<file path="config.mk">
export PLATFORM = sky130hd
export DESIGN_NAME = spi_flash_command_sequencer
export DESIGN_NICKNAME = d
export VERILOG_FILES = /design/src/rtl/core/sfcs_pkg.sv /design/src/rtl/core/sfcs_ram.sv /design/src/rtl/core/sfcs_step.sv /design/src/rtl/core/sfcs_rspq.sv /design/src/rtl/core/spi_flash_command_sequencer.sv
export VERILOG_INCLUDE_DIRS = /design/src /design/src/rtl/core
export SDC_FILE = /design/constraint.sdc
export NUM_CORES = 2
export LEC_CHECK = 0
export BUFFER_PORTS_ARGS = -buffer_cell sky130_fd_sc_hd__buf_4
export CELL_PAD_IN_SITES_DETAIL_PLACEMENT = 1
export CELL_PAD_IN_SITES_GLOBAL_PLACEMENT = 1
export CORE_UTILIZATION = 50
export CTS_BUF_LIST = sky130_fd_sc_hd__clkbuf_4 sky130_fd_sc_hd__clkbuf_8
export DETAILED_ROUTE_END_ITERATION = 10
export HOLD_SLACK_MARGIN = 0.12
export PLACE_DENSITY_LB_ADDON = 0.1
export SLEW_MARGIN = 20
export SYNTH_ARGS = -nofsm -noshare
export SYNTH_HDL_FRONTEND = slang
export SYNTH_SLANG_ARGS = --single-unit
export TNS_END_PERCENT = 20
</file>
<file path="constraint.sdc">
create_clock -name clock -period 18.2 [get_ports clock]
set_clock_uncertainty 0.05 [all_clocks]
set_input_delay 0.91 -clock clock [delete_from_list [all_inputs] [get_ports clock]]
set_output_delay 0.91 -clock clock [all_outputs]
set_load 0.05 [all_outputs]
</file>
<file path="src/rtl/core/spi_flash_command_sequencer_macros.svh">
// Assertion macros for the SPI flash command sequencer.
// Depends on nothing; included by the top level.
`ifndef SPI_FLASH_COMMAND_SEQUENCER_MACROS_SVH
`define SPI_FLASH_COMMAND_SEQUENCER_MACROS_SVH
`ifndef NO_ASSERTIONS
// same-cycle implication, checked out of reset
`define SFCS_ASSERT_NOW(label, clk, rst, ante, cons, msg) \
   label: assert property (@(posedge clk) disable iff (rst) (ante) |-> (cons)) else $error(msg);
// next-cycle implication, checked out of reset
`define SFCS_ASSERT_NEXT(label, clk, rst, ante, cons, msg) \
   label: assert property (@(posedge clk) disable iff (rst) (ante) |=> (cons)) else $error(msg);
`else
`define SFCS_ASSERT_NOW(label, clk, rst, ante, cons, msg)
`define SFCS_ASSERT_NEXT(label, clk, rst, ante, cons, msg)
`endif
`endif

</file>
<file path="src/rtl/core/sfcs_pkg.sv">
// Shared types and codes of the SPI flash command sequencer.
// Depends on nothing.
`timescale 1ns / 1ps
`default_nettype none
package sfcs_pkg;
   localparam int DEF_PAGE_BYTES   = 256;
   localparam int DEF_ADDRESS_BITS = 24;
   localparam int FRAME_POS_W      = 10;
   localparam int PHASE_W          = 5;

   localparam logic [1:0] OP_COMMAND = 2'd0;
   localparam logic [1:0] OP_LOAD    = 2'd1;
   localparam logic [1:0] OP_WIRE    = 2'd2;

   localparam logic [2:0] CMD_ID     = 3'd0;
   localparam logic [2:0] CMD_STATUS = 3'd1;
   localparam logic [2:0] CMD_WSR    = 3'd2;
   localparam logic [2:0] CMD_WEN    = 3'd3;
   localparam logic [2:0] CMD_WDIS   = 3'd4;
   localparam logic [2:0] CMD_ERASE  = 3'd5;
   localparam logic [2:0] CMD_PROG   = 3'd6;
   localparam logic [2:0] CMD_READ   = 3'd7;

   localparam logic [1:0] KIND_SEND    = 2'd0;
   localparam logic [1:0] KIND_RELEASE = 2'd1;
   localparam logic [1:0] KIND_HOST    = 2'd2;
   localparam logic [1:0] KIND_DONE    = 2'd3;

   localparam logic [PHASE_W-1:0] PH_IDLE  = 5'd0;
   localparam logic [PHASE_W-1:0] PH_WSEN  = 5'd1;
   localparam logic [PHASE_W-1:0] PH_WSR   = 5'd2;
   localparam logic [PHASE_W-1:0] PH_WEN   = 5'd3;
   localparam logic [PHASE_W-1:0] PH_WDIS  = 5'd4;
   localparam logic [PHASE_W-1:0] PH_ID    = 5'd5;
   localparam logic [PHASE_W-1:0] PH_STAT  = 5'd6;
   localparam logic [PHASE_W-1:0] PH_POLL  = 5'd7;
   localparam logic [PHASE_W-1:0] PH_ERASE = 5'd8;
   localparam logic [PHASE_W-1:0] PH_PROG  = 5'd9;
   localparam logic [PHASE_W-1:0] PH_READ  = 5'd10;

   localparam logic [7:0] OPC_WSEN   = 8'h50;
   localparam logic [7:0] OPC_WSR    = 8'h01;
   localparam logic [7:0] OPC_WEN    = 8'h06;
   localparam logic [7:0] OPC_WDIS   = 8'h04;
   localparam logic [7:0] OPC_ID     = 8'h90;
   localparam logic [7:0] OPC_STATUS = 8'h05;
   localparam logic [7:0] OPC_ERASE  = 8'h20;
   localparam logic [7:0] OPC_PROG   = 8'h02;
   localparam logic [7:0] OPC_READ   = 8'h0b;

   localparam logic CSR_SINGLE  = 1'b0;
   localparam logic CSR_REVERSE = 1'b1;

   typedef struct packed {
      logic [1:0]  kind;
      logic [7:0]  mosi_byte;
      logic [15:0] host_data;
      logic        last;
   } sfcs_result_type;

   function automatic logic [7:0] sfcs_rev8(input logic [7:0] v);
      logic [7:0] r;
      for (int i = 0; i < 8; i++) begin
         r[7-i] = v[i];
      end
      return r;
   endfunction
endpackage
`default_nettype wire

</file>
<file path="src/rtl/core/sfcs_ram.sv">
// Generic single-port-write RAM with registered read.
// Depends on nothing.
`timescale 1ns / 1ps
`default_nettype none
module sfcs_ram #(
   parameter int WIDTH = 8,
   parameter int DEPTH = 256
) (
   input  wire logic                                     clock,
   input  wire logic                                     wr_en,
   input  wire logic [(DEPTH > 1 ? $clog2(DEPTH) : 1)-1:0] wr_addr,
   input  wire logic [WIDTH-1:0]                         wr_data,
   input  wire logic [(DEPTH > 1 ? $clog2(DEPTH) : 1)-1:0] rd_addr,
   output logic      [WIDTH-1:0]                         rd_data
);
   logic [WIDTH-1:0] mem_ff [DEPTH];

   always_ff @(posedge clock) begin
      if (wr_en) begin
         mem_ff[wr_addr] <= wr_data;
      end
      rd_data <= mem_ff[rd_addr];
   end
endmodule
`default_nettype wire

</file>
<file path="src/rtl/core/sfcs_step.sv">
// Sequencer step: next state and up to three results for one request.
// Depends on sfcs_pkg.
`timescale 1ns / 1ps
`default_nettype none
module sfcs_step #(
   parameter int PAGE_BYTES   = sfcs_pkg::DEF_PAGE_BYTES,
   parameter int ADDRESS_BITS = sfcs_pkg::DEF_ADDRESS_BITS,
   parameter int IDX_W        = (PAGE_BYTES > 1) ? $clog2(PAGE_BYTES) : 1,
   parameter int DPOS_W       = $clog2(PAGE_BYTES + 1)
) (
   input  wire logic [1:0]                      op,
   input  wire logic [2:0]                      cmd,
   input  wire logic [23:0]                     addr,
   input  wire logic [7:0]                      data_in,
   input  wire logic [8:0]                      len,
   input  wire logic [7:0]                      miso,
   input  wire logic                            cfg_single,
   input  wire logic                            cfg_reverse,
   input  wire logic [7:0]                      ram_q,
   input  wire logic [sfcs_pkg::PHASE_W-1:0]     phase,
   input  wire logic [2:0]                      acmd,
   input  wire logic [ADDRESS_BITS-1:0]         caddr,
   input  wire logic [8:0]                      left,
   input  wire logic [IDX_W-1:0]                pidx,
   input  wire logic [7:0]                      idh,
   input  wire logic [sfcs_pkg::FRAME_POS_W-1:0] fpos,
   input  wire logic [DPOS_W-1:0]               dpos,
   input  wire logic [7:0]                      sval,
   input  wire logic                            lsing,
   input  wire logic                            lrev,
   output logic [sfcs_pkg::PHASE_W-1:0]          phase_n,
   output logic [2:0]                           acmd_n,
   output logic [ADDRESS_BITS-1:0]              caddr_n,
   output logic [8:0]                           left_n,
   output logic [IDX_W-1:0]                     pidx_n,
   output logic [7:0]                           idh_n,
   output logic [sfcs_pkg::FRAME_POS_W-1:0]      fpos_n,
   output logic [DPOS_W-1:0]                    dpos_n,
   output logic [7:0]                           sval_n,
   output logic                                 lsing_n,
   output logic                                 lrev_n,
   output logic                                 ram_we,
   output sfcs_pkg::sfcs_result_type            res [3],
   output logic [1:0]                           res_n
);
   import sfcs_pkg::*;

   localparam int NB  = (ADDRESS_BITS + 7) / 8;
   localparam int XW  = (ADDRESS_BITS > 24) ? ADDRESS_BITS : 24;
   localparam int FPW = FRAME_POS_W;

   logic [XW-1:0]  addr_x;
   logic [FPW-1:0] fp1;
   logic [FPW-1:0] flen;
   logic [8:0]     len_sat;
   logic           busy;

   function automatic logic [7:0] frame_byte(
      input logic [PHASE_W-1:0]      ph,
      input logic [FPW-1:0]          p,
      input logic [ADDRESS_BITS-1:0] ca,
      input logic [7:0]              sv,
      input logic [7:0]              rq,
      input logic                    rv
   );
      logic [NB*8-1:0] pad;
      logic [7:0]      ab;
      logic [7:0]      b;
      pad = (NB*8)'(ca);
      ab  = 8'd0;
      for (int j = 0; j < NB; j++) begin
         if (p == FPW'(j + 1)) begin
            ab = pad[8*(NB-1-j) +: 8];
         end
      end
      case (ph)
         PH_WSEN:  b = OPC_WSEN;
         PH_WSR:   b = (p == '0) ? OPC_WSR : sv;
         PH_WEN:   b = OPC_WEN;
         PH_WDIS:  b = OPC_WDIS;
         PH_ID:    b = (p == '0) ? OPC_ID : 8'd0;
         PH_STAT,
         PH_POLL:  b = (p == '0) ? OPC_STATUS : 8'd0;
         PH_ERASE: b = (p == '0) ? OPC_ERASE : ab;
         PH_PROG: begin
            if (p == '0) begin
               b = OPC_PROG;
            end else if (p <= FPW'(NB)) begin
               b = ab;
            end else begin
               b = rv ? sfcs_rev8(rq) : rq;
            end
         end
         PH_READ: begin
            if (p == '0) begin
               b = OPC_READ;
            end else if (p <= FPW'(NB)) begin
               b = ab;
            end else begin
               b = 8'd0;
            end
         end
         default:  b = 8'd0;
      endcase
      return b;
   endfunction

   assign addr_x  = XW'(addr);
   assign len_sat = (32'(len) > PAGE_BYTES) ? 9'(PAGE_BYTES) : len;
   assign fp1     = fpos + FPW'(1);

   always_comb begin
      case (phase)
         PH_WSR, PH_STAT, PH_POLL: flen = FPW'(2);
         PH_ID:    flen = FPW'(6);
         PH_ERASE: flen = FPW'(1 + NB);
         PH_PROG:  flen = FPW'(1 + NB) + (lsing ? FPW'(1) : FPW'(left));
         PH_READ:  flen = FPW'(2 + NB) + FPW'(left);
         default:  flen = FPW'(1);
      endcase
   end

   always_comb begin
      phase_n = phase;
      acmd_n  = acmd;
      caddr_n = caddr;
      left_n  = left;
      pidx_n  = pidx;
      idh_n   = idh;
      fpos_n  = fpos;
      dpos_n  = dpos;
      sval_n  = sval;
      lsing_n = lsing;
      lrev_n  = lrev;
      ram_we  = 1'b0;
      busy    = 1'b0;
      res_n   = 2'd0;
      for (int i = 0; i < 3; i++) begin
         res[i] = '0;
      end

      if (op == OP_COMMAND && phase == PH_IDLE) begin
         acmd_n  = cmd;
         caddr_n = addr_x[ADDRESS_BITS-1:0];
         left_n  = 9'd0;
         dpos_n  = '0;
         fpos_n  = '0;
         res_n   = 2'd1;
         res[0].kind = KIND_SEND;
         case (cmd)
            CMD_ID:     phase_n = PH_ID;
            CMD_STATUS: phase_n = PH_STAT;
            CMD_WSR: begin
               sval_n  = data_in;
               phase_n = PH_WSEN;
            end
            CMD_WEN,
            CMD_ERASE:  phase_n = PH_WEN;
            CMD_WDIS:   phase_n = PH_WDIS;
            CMD_PROG: begin
               lsing_n = cfg_single;
               lrev_n  = cfg_reverse;
               pidx_n  = '0;
               left_n  = len_sat;
               if (cfg_single && len_sat == 9'd0) begin
                  phase_n     = PH_IDLE;
                  res[0].kind = KIND_DONE;
               end else begin
                  phase_n = PH_WEN;
               end
            end
            default: begin
               left_n  = len;
               phase_n = PH_READ;
            end
         endcase
         if (res[0].kind == KIND_SEND) begin
            res[0].mosi_byte = frame_byte(phase_n, '0, caddr_n, sval_n, ram_q, lrev_n);
         end
      end else if (op == OP_LOAD && phase == PH_IDLE) begin
         ram_we = 1'b1;
         pidx_n = (32'(pidx) == PAGE_BYTES - 1) ? '0 : pidx + IDX_W'(1);
      end else if (op == OP_WIRE && phase != PH_IDLE) begin
         if (phase == PH_ID && fpos == FPW'(4)) begin
            idh_n = miso;
         end
         if ((phase == PH_ID && fpos == FPW'(5)) || (phase == PH_STAT && fpos == FPW'(1))
               || (phase == PH_READ && fpos >= FPW'(2 + NB))) begin
            res[0].kind      = KIND_HOST;
            res[0].host_data = (phase == PH_ID) ? {idh, miso} : 16'(miso);
            res_n            = 2'd1;
         end
         if (phase == PH_POLL && fpos == FPW'(1)) begin
            busy = miso[0];
         end
         fpos_n = fp1;
         if (fp1 < flen) begin
            res[res_n].kind      = KIND_SEND;
            res[res_n].mosi_byte = frame_byte(phase, fp1, caddr, sval, ram_q, lrev);
            res_n                = res_n + 2'd1;
         end else begin
            res[res_n].kind = KIND_RELEASE;
            res_n           = res_n + 2'd1;
            phase_n         = PH_IDLE;
            case (phase)
               PH_WSEN: phase_n = PH_WSR;
               PH_WEN: begin
                  if (acmd == CMD_ERASE) begin
                     phase_n = PH_ERASE;
                  end else if (acmd == CMD_PROG) begin
                     phase_n = PH_PROG;
                  end
               end
               PH_ERASE: phase_n = PH_POLL;
               PH_PROG: begin
                  if (lsing) begin
                     if (left != 9'd0) begin
                        left_n = left - 9'd1;
                     end
                     dpos_n  = dpos + DPOS_W'(1);
                     caddr_n = caddr + ADDRESS_BITS'(1);
                  end else begin
                     left_n = 9'd0;
                  end
                  phase_n = PH_POLL;
               end
               PH_POLL: begin
                  if (busy) begin
                     phase_n = PH_POLL;
                  end else if (acmd == CMD_PROG && lsing && left != 9'd0) begin
                     phase_n = PH_WEN;
                  end
               end
               default: phase_n = PH_IDLE;
            endcase
            fpos_n = '0;
            if (phase_n == PH_IDLE) begin
               res[res_n].kind = KIND_DONE;
            end else begin
               res[res_n].kind      = KIND_SEND;
               res[res_n].mosi_byte = frame_byte(phase_n, '0, caddr_n, sval, ram_q, lrev);
            end
            res_n = res_n + 2'd1;
         end
      end

      if (res_n != 2'd0) begin
         res[res_n - 2'd1].last = 1'b1;
      end
   end
endmodule
`default_nettype wire

</file>
<file path="src/rtl/core/sfcs_rspq.sv">
// Result buffer: holds the results of one request and hands them out in order.
// Depends on sfcs_pkg.
`timescale 1ns / 1ps
`default_nettype none
module sfcs_rspq (
   input  wire logic                       clock,
   input  wire logic                       reset,
   input  wire logic                       load,
   input  wire sfcs_pkg::sfcs_result_type  res [3],
   input  wire logic [1:0]                 res_n,
   output logic                            space,
   output logic [1:0]                      level,
   output logic                            rsp_tvalid,
   input  wire logic                       rsp_tready,
   output logic [23:0]                     rsp_tdata,
   output logic [1:0]                      rsp_tuser,
   output logic                            rsp_tlast
);
   import sfcs_pkg::*;

   sfcs_result_type q_ff [3];
   logic [1:0]      cnt_ff;
   logic            pop;

   assign pop        = rsp_tvalid && rsp_tready;
   assign space      = (cnt_ff == 2'd0) || (cnt_ff == 2'd1 && pop);
   assign level      = cnt_ff;
   assign rsp_tvalid = cnt_ff != 2'd0;
   assign rsp_tdata  = {q_ff[0].host_data, q_ff[0].mosi_byte};
   assign rsp_tuser  = q_ff[0].kind;
   assign rsp_tlast  = q_ff[0].last;

   always_ff @(posedge clock) begin
      if (load) begin
         q_ff <= res;
      end else if (pop) begin
         q_ff[0] <= q_ff[1];
         q_ff[1] <= q_ff[2];
      end
   end

   always_ff @(posedge clock) begin
      if (reset) begin
         cnt_ff <= 2'd0;
      end else if (load) begin
         cnt_ff <= res_n;
      end else if (pop) begin
         cnt_ff <= cnt_ff - 2'd1;
      end
   end
endmodule
`default_nettype wire

</file>
<file path="src/rtl/core/spi_flash_command_sequencer.sv">
// Top level of the SPI flash command sequencer: request register, state, page RAM.
// Depends on sfcs_pkg, sfcs_step, sfcs_rspq, sfcs_ram and the macros header.
//
//   channel   direction  group                          content
//   request   in         req_tvalid/tready/tdata/tuser  operation and its operands
//   response  out        rsp_tvalid/tready/tdata/tuser  one send, release, host or done result
//   csr       in         csr_we/index/wdata             option registers
//
// A request is held in the input register, then the step logic writes its
// zero to three results into the result buffer, which hands out one per
// cycle while the response port is ready; the buffer takes the next request
// as the last result of the one before leaves. Reset is synchronous and
// clears all control state; the page RAM is not cleared. A stalled response
// holds the buffer and, through it, the input register.
`timescale 1ns / 1ps
`default_nettype none
`include "spi_flash_command_sequencer_macros.svh"
module spi_flash_command_sequencer #(
   parameter int PAGE_BYTES   = sfcs_pkg::DEF_PAGE_BYTES,
   parameter int ADDRESS_BITS = sfcs_pkg::DEF_ADDRESS_BITS
) (
   input  wire logic        clock,
   input  wire logic        reset,
   input  wire logic        req_tvalid,
   output logic             req_tready,
   // command[2:0], address[26:3], data_in[34:27], length[43:35], miso_byte[51:44]
   input  wire logic [55:0] req_tdata,
   // operation[1:0]
   input  wire logic [1:0]  req_tuser,
   output logic             rsp_tvalid,
   input  wire logic        rsp_tready,
   // mosi_byte[7:0], host_data[23:8]
   output logic [23:0]      rsp_tdata,
   // kind[1:0]
   output logic [1:0]       rsp_tuser,
   output logic             rsp_tlast,
   input  wire logic        csr_we,
   input  wire logic [0:0]  csr_index,
   input  wire logic [0:0]  csr_wdata
);
   import sfcs_pkg::*;

   localparam int IDX_W  = (PAGE_BYTES > 1) ? $clog2(PAGE_BYTES) : 1;
   localparam int DPOS_W = $clog2(PAGE_BYTES + 1);
   localparam int NB     = (ADDRESS_BITS + 7) / 8;

   // request register
   logic        in_valid_ff;
   logic [55:0] in_data_ff;
   logic [1:0]  in_op_ff;
   logic        fire;
   logic        space;
   logic [1:0]  level;

   // option registers
   logic cfg_single_ff;
   logic cfg_reverse_ff;

   // sequencer state and next values
   logic [PHASE_W-1:0]      phase_ff,  phase_in,  phase_s;
   logic [2:0]              acmd_ff,   acmd_in,   acmd_s;
   logic [ADDRESS_BITS-1:0] caddr_ff,  caddr_in,  caddr_s;
   logic [8:0]              left_ff,   left_in,   left_s;
   logic [IDX_W-1:0]        pidx_ff,   pidx_in,   pidx_s;
   logic [7:0]              idh_ff,    idh_in,    idh_s;
   logic [FRAME_POS_W-1:0]  fpos_ff,   fpos_in,   fpos_s;
   logic [DPOS_W-1:0]       dpos_ff,   dpos_in,   dpos_s;
   logic [7:0]              sval_ff,   sval_in,   sval_s;
   logic                    lsing_ff,  lsing_in,  lsing_s;
   logic                    lrev_ff,   lrev_in,   lrev_s;

   logic                    ram_we_s;
   logic                    ram_we;
   logic [7:0]              ram_q;
   logic [IDX_W-1:0]        ram_rd_addr;
   logic [FRAME_POS_W-1:0]  fpos_off;
   sfcs_result_type         res [3];
   logic [1:0]              res_n;

   // take a request when the register is empty or is being consumed
   assign fire       = in_valid_ff && space;
   assign req_tready = !in_valid_ff || fire;

   always_ff @(posedge clock) begin
      if (reset) begin
         in_valid_ff <= 1'b0;
      end else if (req_tready) begin
         in_valid_ff <= req_tvalid;
      end
   end

   always_ff @(posedge clock) begin
      if (req_tready && req_tvalid) begin
         in_data_ff <= req_tdata;
         in_op_ff   <= req_tuser;
      end
   end

   always_ff @(posedge clock) begin
      if (reset) begin
         cfg_single_ff  <= 1'b0;
         cfg_reverse_ff <= 1'b0;
      end else if (csr_we) begin
         if (csr_index == CSR_SINGLE) begin
            cfg_single_ff <= csr_wdata[0];
         end
         if (csr_index == CSR_REVERSE) begin
            cfg_reverse_ff <= csr_wdata[0];
         end
      end
   end

   sfcs_step #(
      .PAGE_BYTES   (PAGE_BYTES),
      .ADDRESS_BITS (ADDRESS_BITS),
      .IDX_W        (IDX_W),
      .DPOS_W       (DPOS_W)
   ) u_step (
      .op          (in_op_ff),
      .cmd         (in_data_ff[2:0]),
      .addr        (in_data_ff[26:3]),
      .data_in     (in_data_ff[34:27]),
      .len         (in_data_ff[43:35]),
      .miso        (in_data_ff[51:44]),
      .cfg_single  (cfg_single_ff),
      .cfg_reverse (cfg_reverse_ff),
      .ram_q       (ram_q),
      .phase       (phase_ff),
      .acmd        (acmd_ff),
      .caddr       (caddr_ff),
      .left        (left_ff),
      .pidx        (pidx_ff),
      .idh         (idh_ff),
      .fpos        (fpos_ff),
      .dpos        (dpos_ff),
      .sval        (sval_ff),
      .lsing       (lsing_ff),
      .lrev        (lrev_ff),
      .phase_n     (phase_s),
      .acmd_n      (acmd_s),
      .caddr_n     (caddr_s),
      .left_n      (left_s),
      .pidx_n      (pidx_s),
      .idh_n       (idh_s),
      .fpos_n      (fpos_s),
      .dpos_n      (dpos_s),
      .sval_n      (sval_s),
      .lsing_n     (lsing_s),
      .lrev_n      (lrev_s),
      .ram_we      (ram_we_s),
      .res         (res),
      .res_n       (res_n)
   );

   // advance the state only when the request is consumed
   assign phase_in = fire ? phase_s : phase_ff;
   assign acmd_in  = fire ? acmd_s  : acmd_ff;
   assign caddr_in = fire ? caddr_s : caddr_ff;
   assign left_in  = fire ? left_s  : left_ff;
   assign pidx_in  = fire ? pidx_s  : pidx_ff;
   assign idh_in   = fire ? idh_s   : idh_ff;
   assign fpos_in  = fire ? fpos_s  : fpos_ff;
   assign dpos_in  = fire ? dpos_s  : dpos_ff;
   assign sval_in  = fire ? sval_s  : sval_ff;
   assign lsing_in = fire ? lsing_s : lsing_ff;
   assign lrev_in  = fire ? lrev_s  : lrev_ff;
   assign ram_we   = fire && ram_we_s;

   always_ff @(posedge clock) begin
      if (reset) begin
         phase_ff <= PH_IDLE;
         acmd_ff  <= 3'd0;
         caddr_ff <= '0;
         left_ff  <= 9'd0;
         pidx_ff  <= '0;
         idh_ff   <= 8'd0;
         fpos_ff  <= '0;
         dpos_ff  <= '0;
         sval_ff  <= 8'd0;
         lsing_ff <= 1'b0;
         lrev_ff  <= 1'b0;
      end else begin
         phase_ff <= phase_in;
         acmd_ff  <= acmd_in;
         caddr_ff <= caddr_in;
         left_ff  <= left_in;
         pidx_ff  <= pidx_in;
         idh_ff   <= idh_in;
         fpos_ff  <= fpos_in;
         dpos_ff  <= dpos_in;
         sval_ff  <= sval_in;
         lsing_ff <= lsing_in;
         lrev_ff  <= lrev_in;
      end
   end

   // Prefetch the page byte the next wire byte will send: in single-byte mode
   // the data position, otherwise the frame position past opcode and address.
   assign fpos_off    = fpos_in - FRAME_POS_W'(NB);
   assign ram_rd_addr = lsing_in ? dpos_in[IDX_W-1:0] : IDX_W'(fpos_off);

   sfcs_ram #(
      .WIDTH (8),
      .DEPTH (PAGE_BYTES)
   ) u_page_ram (
      .clock   (clock),
      .wr_en   (ram_we),
      .wr_addr (pidx_ff),
      .wr_data (in_data_ff[34:27]),
      .rd_addr (ram_rd_addr),
      .rd_data (ram_q)
   );

   sfcs_rspq u_rspq (
      .clock      (clock),
      .reset      (reset),
      .load       (fire && res_n != 2'd0),
      .res        (res),
      .res_n      (res_n),
      .space      (space),
      .level      (level),
      .rsp_tvalid (rsp_tvalid),
      .rsp_tready (rsp_tready),
      .rsp_tdata  (rsp_tdata),
      .rsp_tuser  (rsp_tuser),
      .rsp_tlast  (rsp_tlast)
   );

   // a wire byte during a command always answers
   `SFCS_ASSERT_NOW(a_wire_answers, clock, reset, fire && in_op_ff == OP_WIRE && phase_ff != PH_IDLE, res_n != 2'd0, "wire byte gave no result")
   // the final result of a request carries last
   `SFCS_ASSERT_NOW(a_last_marked, clock, reset, rsp_tvalid && level == 2'd1, rsp_tlast, "final result without last")
   // a done result leaves the sequencer idle
   `SFCS_ASSERT_NEXT(a_done_idle, clock, reset, fire && res_n != 2'd0 && res[res_n - 2'd1].kind == KIND_DONE, phase_ff == PH_IDLE, "done without idle")
endmodule
`default_nettype wire

</file>
==> After elaboration in Yosys (flattened, before gate mapping) <==
Memory sizes are Yosys's and may differ from the RTL's. A register that Yosys moved wholly into a read port is not among the register bits.
Index checks and enable logic that the tools add are counted.
{ "totals": {"reg_bits": 226, "mem_bits_rw": 2048, "inputBits": 65, "out_inout_bits": 29, "word_cells": 304, "memories": 1} }
{ "classes": {"addsub": 12, "magnitude_cmp": 10, "n_eq_ne": 52, "muxes": 134, "bitwise_logic": 6, "reduce_logical": 59} }
{ "mem_list": {"columns": ["memory", "words", "width", "read_ports", "rd_clocked_by_memory_dff", "write_ports", "line_no", "text"], "rows": [
  ["u_page_ram.mem_ff", 256, 8, 1, 1, 1, "sfcs_ram.sv:16", "logic [WIDTH-1:0] mem_ff [DEPTH];"]
]} }
{ "ops": {"columns": ["op", "n"], "rows": [
  ["bitwise mux 81 bit", 7],
  ["two-way mux 81 bit", 5],
  ["demux 27 bit (select 2 bit)", 5],
  ["two-way mux 8 bit", 27],
  ["case mux 8 bit (9 select lines)", 3],
  ["two-way mux 24 bit", 6],
  ["two-way mux 9 bit", 15],
  ["two-way mux 54 bit", 2],
  ["two-way mux 16 bit", 5],
  ["two-way mux 71 bit", 1],
  ["== test 5 x 3 -> 1 bit (second input constant)", 12],
  ["two-way mux 10 bit", 6],
  ["two-way mux 5 bit", 11],
  ["two-way mux 27 bit", 2],
  ["two-way mux 25 bit", 2],
  ["case mux 10 bit (5 select lines)", 1],
  ["== test 5 x 4 -> 1 bit (second input constant)", 9],
  ["two-way mux 2 bit", 18],
  ["== test 5 x 2 -> 1 bit (second input constant)", 6],
  ["case mux 5 bit (6 select lines)", 1],
  ["adder 24 x 1 -> 24 bit (second input constant)", 1],
  ["== test 10 x 1 -> 1 bit (second input constant)", 2],
  ["== test 10 x 2 -> 1 bit (second input constant)", 2],
  ["== test 10 x 3 -> 1 bit (second input constant)", 2],
  ["51 further kinds", 122]
]} }

==> Depth between registers and ports, before layout <==
{ "logic_depth": {"ltp_word": 29, "depth_mapped": 35, "depth_no_buf": 28} }

==> Modules after synthesis <==
A second synthesis with hierarchy kept.
{ "hier_totals": {"hier_cells": 5180, "area_unflattened_um2": 92911.6} }
{ "modules_own_cells": {"columns": ["module", "n_inst", "cells_per_inst", "area_per_inst_um2", "seq_area_each_um2"], "rows": [
  ["sfcs_ram", 1, 3733, 79556.3, 61659.1],
  ["spi_flash_command_sequencer", 1, 483, 5032.3, 3403.3],
  ["sfcs_step", 1, 778, 4780.8, 0.0],
  ["sfcs_rspq", 1, 186, 3542.1, 2472.4]
]} }

==> Least setup slack after synthesis <==
Ideal clock, no wire load.
{ "synth_path": {"kind": "reg2reg", "startpoint": "register phase_ff[0]", "endpoint": "register u_page_ram.rd_data[6] (read register of u_page_ram.mem_ff)", "setup_ns": 0.117, "arrival_time_ns": 6.213, "required_time_ns": 18.033, "slack_ns": 11.819, "stages_incl_launch_ff": 32, "path_buffers": 7, "synth_period_minus_slack_ns": 6.381, "path_cell_list": "dfxtp_1 buf_4 clkbuf_1 nand2_1 nor2_1 a22o_1 and3_1 o21ai_0 ha_1 a211oi_1 nor2_1 nor2_1 clkbuf_1 nand3_1 inv_1 clkbuf_1 nand3_1 o21ai_0 ha_1 buf_1 nand2b_1 a2111oi_0 nand4_1 o211a_1 a211oi_1 clkbuf_1 clkbuf_1 nand3_1 nand4_1 o221ai_1 a311o_1 a32o_1"} }
{ "synth_between": {"elab_chain_len": 11, "elab_cells_between_ends": 30, "cone_classes": "add/sub (1); order compare (1); eq/ne (7); mux (15); reduce/logical (6)"} }
{ "synth_lines": {"columns": ["item", "line_no", "text"], "rows": [
  ["start, declared", "spi_flash_command_sequencer.sv:60", "logic [PHASE_W-1:0] phase_ff, phase_in, phase_s;"],
  ["start signal, assigned", "spi_flash_command_sequencer.sv:183", "phase_ff <= phase_in;"],
  ["== test 5 x 2 -> 1 bit or == test 5 x 3 -> 1 bit (tied branches)", "sfcs_step.sv:113", "case (phase)"],
  ["OR reduction 3 bit", "sfcs_step.sv:113", null],
  ["case mux 10 bit (5 select lines)", "sfcs_step.sv:113", null],
  ["less-than comparator 10 bit", "sfcs_step.sv:197", "if (fp1 < flen) begin"],
  ["two-way mux 10 bit", "sfcs_step.sv:197", null],
  ["two-way mux 10 bit", "sfcs_step.sv:183", "end else if (op == OP_WIRE && phase != PH_IDLE) begin"],
  ["two-way mux 10 bit", "sfcs_step.sv:180", "end else if (op == OP_LOAD && phase == PH_IDLE) begin"],
  ["two-way mux 10 bit *", "sfcs_step.sv:142", "if (op == OP_COMMAND && phase == PH_IDLE) begin"],
  ["two-way mux 10 bit *", "spi_flash_command_sequencer.sv:162", "assign fpos_in = fire ? fpos_s : fpos_ff;"],
  ["net fpos_in[1]", "spi_flash_command_sequencer.sv:66", "logic [FRAME_POS_W-1:0] fpos_ff, fpos_in, fpos_s;"],
  ["subtractor 8 x 2 -> 8 bit *", "spi_flash_command_sequencer.sv:199", "assign fpos_off = fpos_in - FRAME_POS_W'(NB);"],
  ["two-way mux 8 bit *", "spi_flash_command_sequencer.sv:200", "assign ram_rd_addr = lsing_in ? dpos_in[IDX_W-1:0] : IDX_W'(fpos_off);"],
  ["end, declared", "sfcs_ram.sv:14", "output logic [WIDTH-1:0] rd_data"]
]} }
The timed path passes the listed nets; every way through them passes the cells marked *. The select of a mux whose other input is x is not followed.
A chain may end at the register's enable or synchronous reset.

==> Worst setup path in the final report <==
{ "layout_path": {"startpoint": "register phase_ff[2]", "endpoint": "register u_page_ram.rd_data[4] (read register of u_page_ram.mem_ff)"} }
Same word-level chain as after synthesis.

==> metrics.md <==
| Metric | Value |
|---|---|
| Vias in the first global route | around 63000 |
| Die width | ~430 um |
| Final hold violations | 0 |
| Cells after synthesis | between 6000 and 7000 |
| CP most frequent cell | nor2_1 |
| Startpoint type of the worst setup path | register |
| Cell area after layout | roughly 0.10 mm2 |
| Post-synth top area cell | edfxtp_1 |
| WP data required | 19.21 ns |
| Num CTS Buffers | between 300 and 400 |
| Core Rows | between 150 and 200 |
| Post-DP Area | 0.0955 mm2 |
| Top cells by area, synth | edfxtp_1, nand2_1, mux2i_1 |
| Final ANT Viol Nets | 0 |
| Grt ovf | 0 |
| GRT Util Overall | roughly 33% |
| Fin crit period | between 10 and 15 ns |
| Skew-Pair Late Insertion Delay | about 1.1 ns |
| Mapped Area | ~0.093 mm2 |
| Remaining DRCs | 0 |
| Hold-fix buffers, CTS | about 60 |
| Gpl congestion | roughly 0.87 |
| Critical Path End Type | register |
| Initial Util | approximately half |
| Peak supply drop | 0.0000693 V |
| Top delay family on crit path | compound AO/OA/AOI/OAI gates |
| Nets | between 7000 and 8000 |
| Vias per inst | 6.33 |
| Root buffer cell | clkbuf_8 |
| Setup Fix Bufs, Post-CTS | 0 |
| Power Density | 102 mW/mm2 |
| Seq cells post-synth | roughly 2200 |
| Clock slew at reported path FFs | about 0.070 ns |
| DR WL/cell | slightly above 30 um |
| Worst hold path cell count | 4 |
| Clock sink total | 2247 |
| Tcrit/Tclk final | around 59% |
| DR iter-0 viols | between 7000 and 8000 |
| Hold Path Class | input pin to register |
| Slew @ Worst Pin | between 1 and 1.5 ns |
| Vias | 62700 |
| Core footprint | roughly 0.18 mm2 |
| Post-DP HPWL | approximately 180 mm |
| Final wirelength | ~300 mm |
| I/O Pins | between 90 and 100 |
| Largest net degree at the start of global routing | between 150 and 200 |
| Cell variety after synth | between 100 and 150 |
| Max Clk Rate | roughly 0.094 GHz |
| Relative slew slack | about a tenth |
| Setup violations, final | 0 |
| Max Cap Viol | 0 |
| Die height | approximately 430 um |
| R2R Setup Slk | between 7 and 8 ns |
| EDFF count, synth | 2150 |
| Slowest CP cell | dfxtp_1 |
| Run status | complete, no violations |
| First-pass GRT wire length | approximately 440 mm |
| Gates resized, CTS repair | 0 |
| Reg2Reg Depth | 31 |
| Synth Warn # | 0 |
| Slew Limit Fails | 0 |
| Initial antenna violation count | 14 |
| Crit Path Category | register to register |
| Die area | 0.187 mm2 |
| Async set-reset flop share out of synthesis | 0% |
| Synth-to-Final Area Change | 11.6% |
| Port buffer count | 89 |
| Worst Path Buf+Inv | 4 |
| H-tree depth | 5 |
| Crit path depth | 31 |
| Register area share after synthesis | between 70% and 80% |
| Final TNS setup | 0 ns |
| Share of layout cells above drive strength 1 | 12.4% |
| Worst Path Arrival | between 10 and 15 ns |
| CP max stage delay | 0.88 ns |
| Synth Flop Type | edfxtp_1 |
| Crit path max fanout | 40 |
| TritonCTS clock tree | yes |
| Leakage | approximately 0.034 uW |
| Share of the synthesized area in the top cell type | a little over two thirds |
| Syn Area/Cell | 13.3 um2 |
| 1st-pass router iterations | 6 |
| Unrepaired setup endpoints after global routing | no |
| Clock Path Buffers | 4 |
worst reg2reg max path, delay by kind of cell, from the launching register on:
family / cells / cell delay [ns]
AO/OA/AOI/OAI: 12 / 3.44
AND/OR/NAND/NOR: 11 / 3.00
buffers and inverters: 4 / 2.03
flip-flops: 1 / 0.88
adder cells (fa/ha/maj): 2 / 0.77
multiplexers: 2 / 0.50
where the power goes:
group          internal [uW]  switching [uW]  leakage, uW
clock                   2340            2040      0.00380
sequential              5760            24.0       0.0202
combinational           92.2             339      0.00979
synthesized netlist by cell type, drive strengths merged (6+ instances only):
cell,count
mux2,7
a221oi,51
a21o,11
inv,27
o2111ai,8
a22oi,37
o21ai,125
nand3,594
nand4,73
o311ai,7
buf,323
a32oi,131
or3,10
edfxtp,2150
nand2b,8
o22ai,44
and3,91
a2111oi,16
nor2,448
dfxtp,97
a211oi,42
mux2i,301
a22o,13
a41oi,7
o211ai,21
a21oi,133
a32o,19
a311oi,53
mux4,38
and2,32
nor2b,13
xnor2,15
clkbuf,158
nand2,1518
a221o,7
a31oi,96
ha,29
o221ai,11
o31a,6
o21a,8
nor4,24
nor3,44
o31ai,15
xor2,6
state kept, by name, summed over array words and instances (netlist names), 3 cells and up:
register,flops
caddr_ff,24
acmd_ff,3
u_rspq.q_ff,21
pidx_ff,8
phase_ff,4
in_data_ff,52
u_page_ram.mem_ff,2048
u_rspq.rsp_tdata,24
sval_ff,8
dpos_ff,8
idh_ff,8
left_ff,9
u_page_ram.rd_data,8
fpos_ff,10
metal layers:
layer,share of wire [%],vias to the layer above,GRT usage [%]
li1,-,26600,-
met1,40,32500,44.6
met2,47,2937,51.5
met3,8.6,693,6.18
met4,4.3,6,14.0
met5,0.013,-,0
placed cells by master, fill, tap and decap left out, types with 71 or more instances in the layout:
cell type     n
nand3_1     590
dfxtp_1      97
buf_4       222
o21ai_0     116
clkbuf_4    129
and3_1       91
edfxtp_1   2150
nand4_1      71
a31oi_1      95
clkinv_1     98
mux2i_1     299
clkbuf_8    395
a32oi_1     129
nand2_1    1507
a21oi_1     132
nor2_1      433
stage by stage:
stage	utilization [%]	instances	power, uW	setup slack (ns)	hold WS [ns]
CTS	56.3	9892	10600	7.75	0.240
global route	56.3	9897	10900	7.24	0.364
global placement	52.1	9170	6290	7.87	0.416
floorplan	-	6952	6150	11.82	0.386
finish	56.3	9903	10600	7.52	0.302
detailed placement	52.1	9171	6300	7.75	0.422
worst paths after layout:
check | endpoint | start
worst max-delay path | u_page_ram.rd_data[4]$_DFF_P_ | phase_ff[2]$_SDFFE_PP0P_
worst min-delay path | in_valid_ff$_SDFFE_PP0N_ | rsp_tready
worst max register to register | u_page_ram.rd_data[4]$_DFF_P_ | phase_ff[2]$_SDFFE_PP0P_
worst min register to register | idh_ff[5]$_SDFFE_PP0P_ | in_data_ff[49]$_DFFE_PP_
cells by family (layout without fill, tap and decap cells):
kind of cell	Yosys count	count (layout)	share of synthesized area [%]
simple gates	2888	2888	13.5
buf+inv	509	987	2.63
other cells	1	17	0.00405
mux	346	346	4.28
xor+xnor	21	21	0.199
compound gates	904	904	7.15
flops	2247	2247	71.8
fa+ha+maj	29	29	0.392
final cells by class:
cell class	count	area [um2]
Clock buffer	524	6400
Timing Repair Buffer	299	2590
Fill cell	18000	80100
Clock inverter	136	728
Sequential cell	2247	66500
Multi-Input combinational cell	4196	23900
Tap cell	2464	3080
Inverter	28	105
Antenna cell	9	22.5
(Power assumes the default switching activity.)
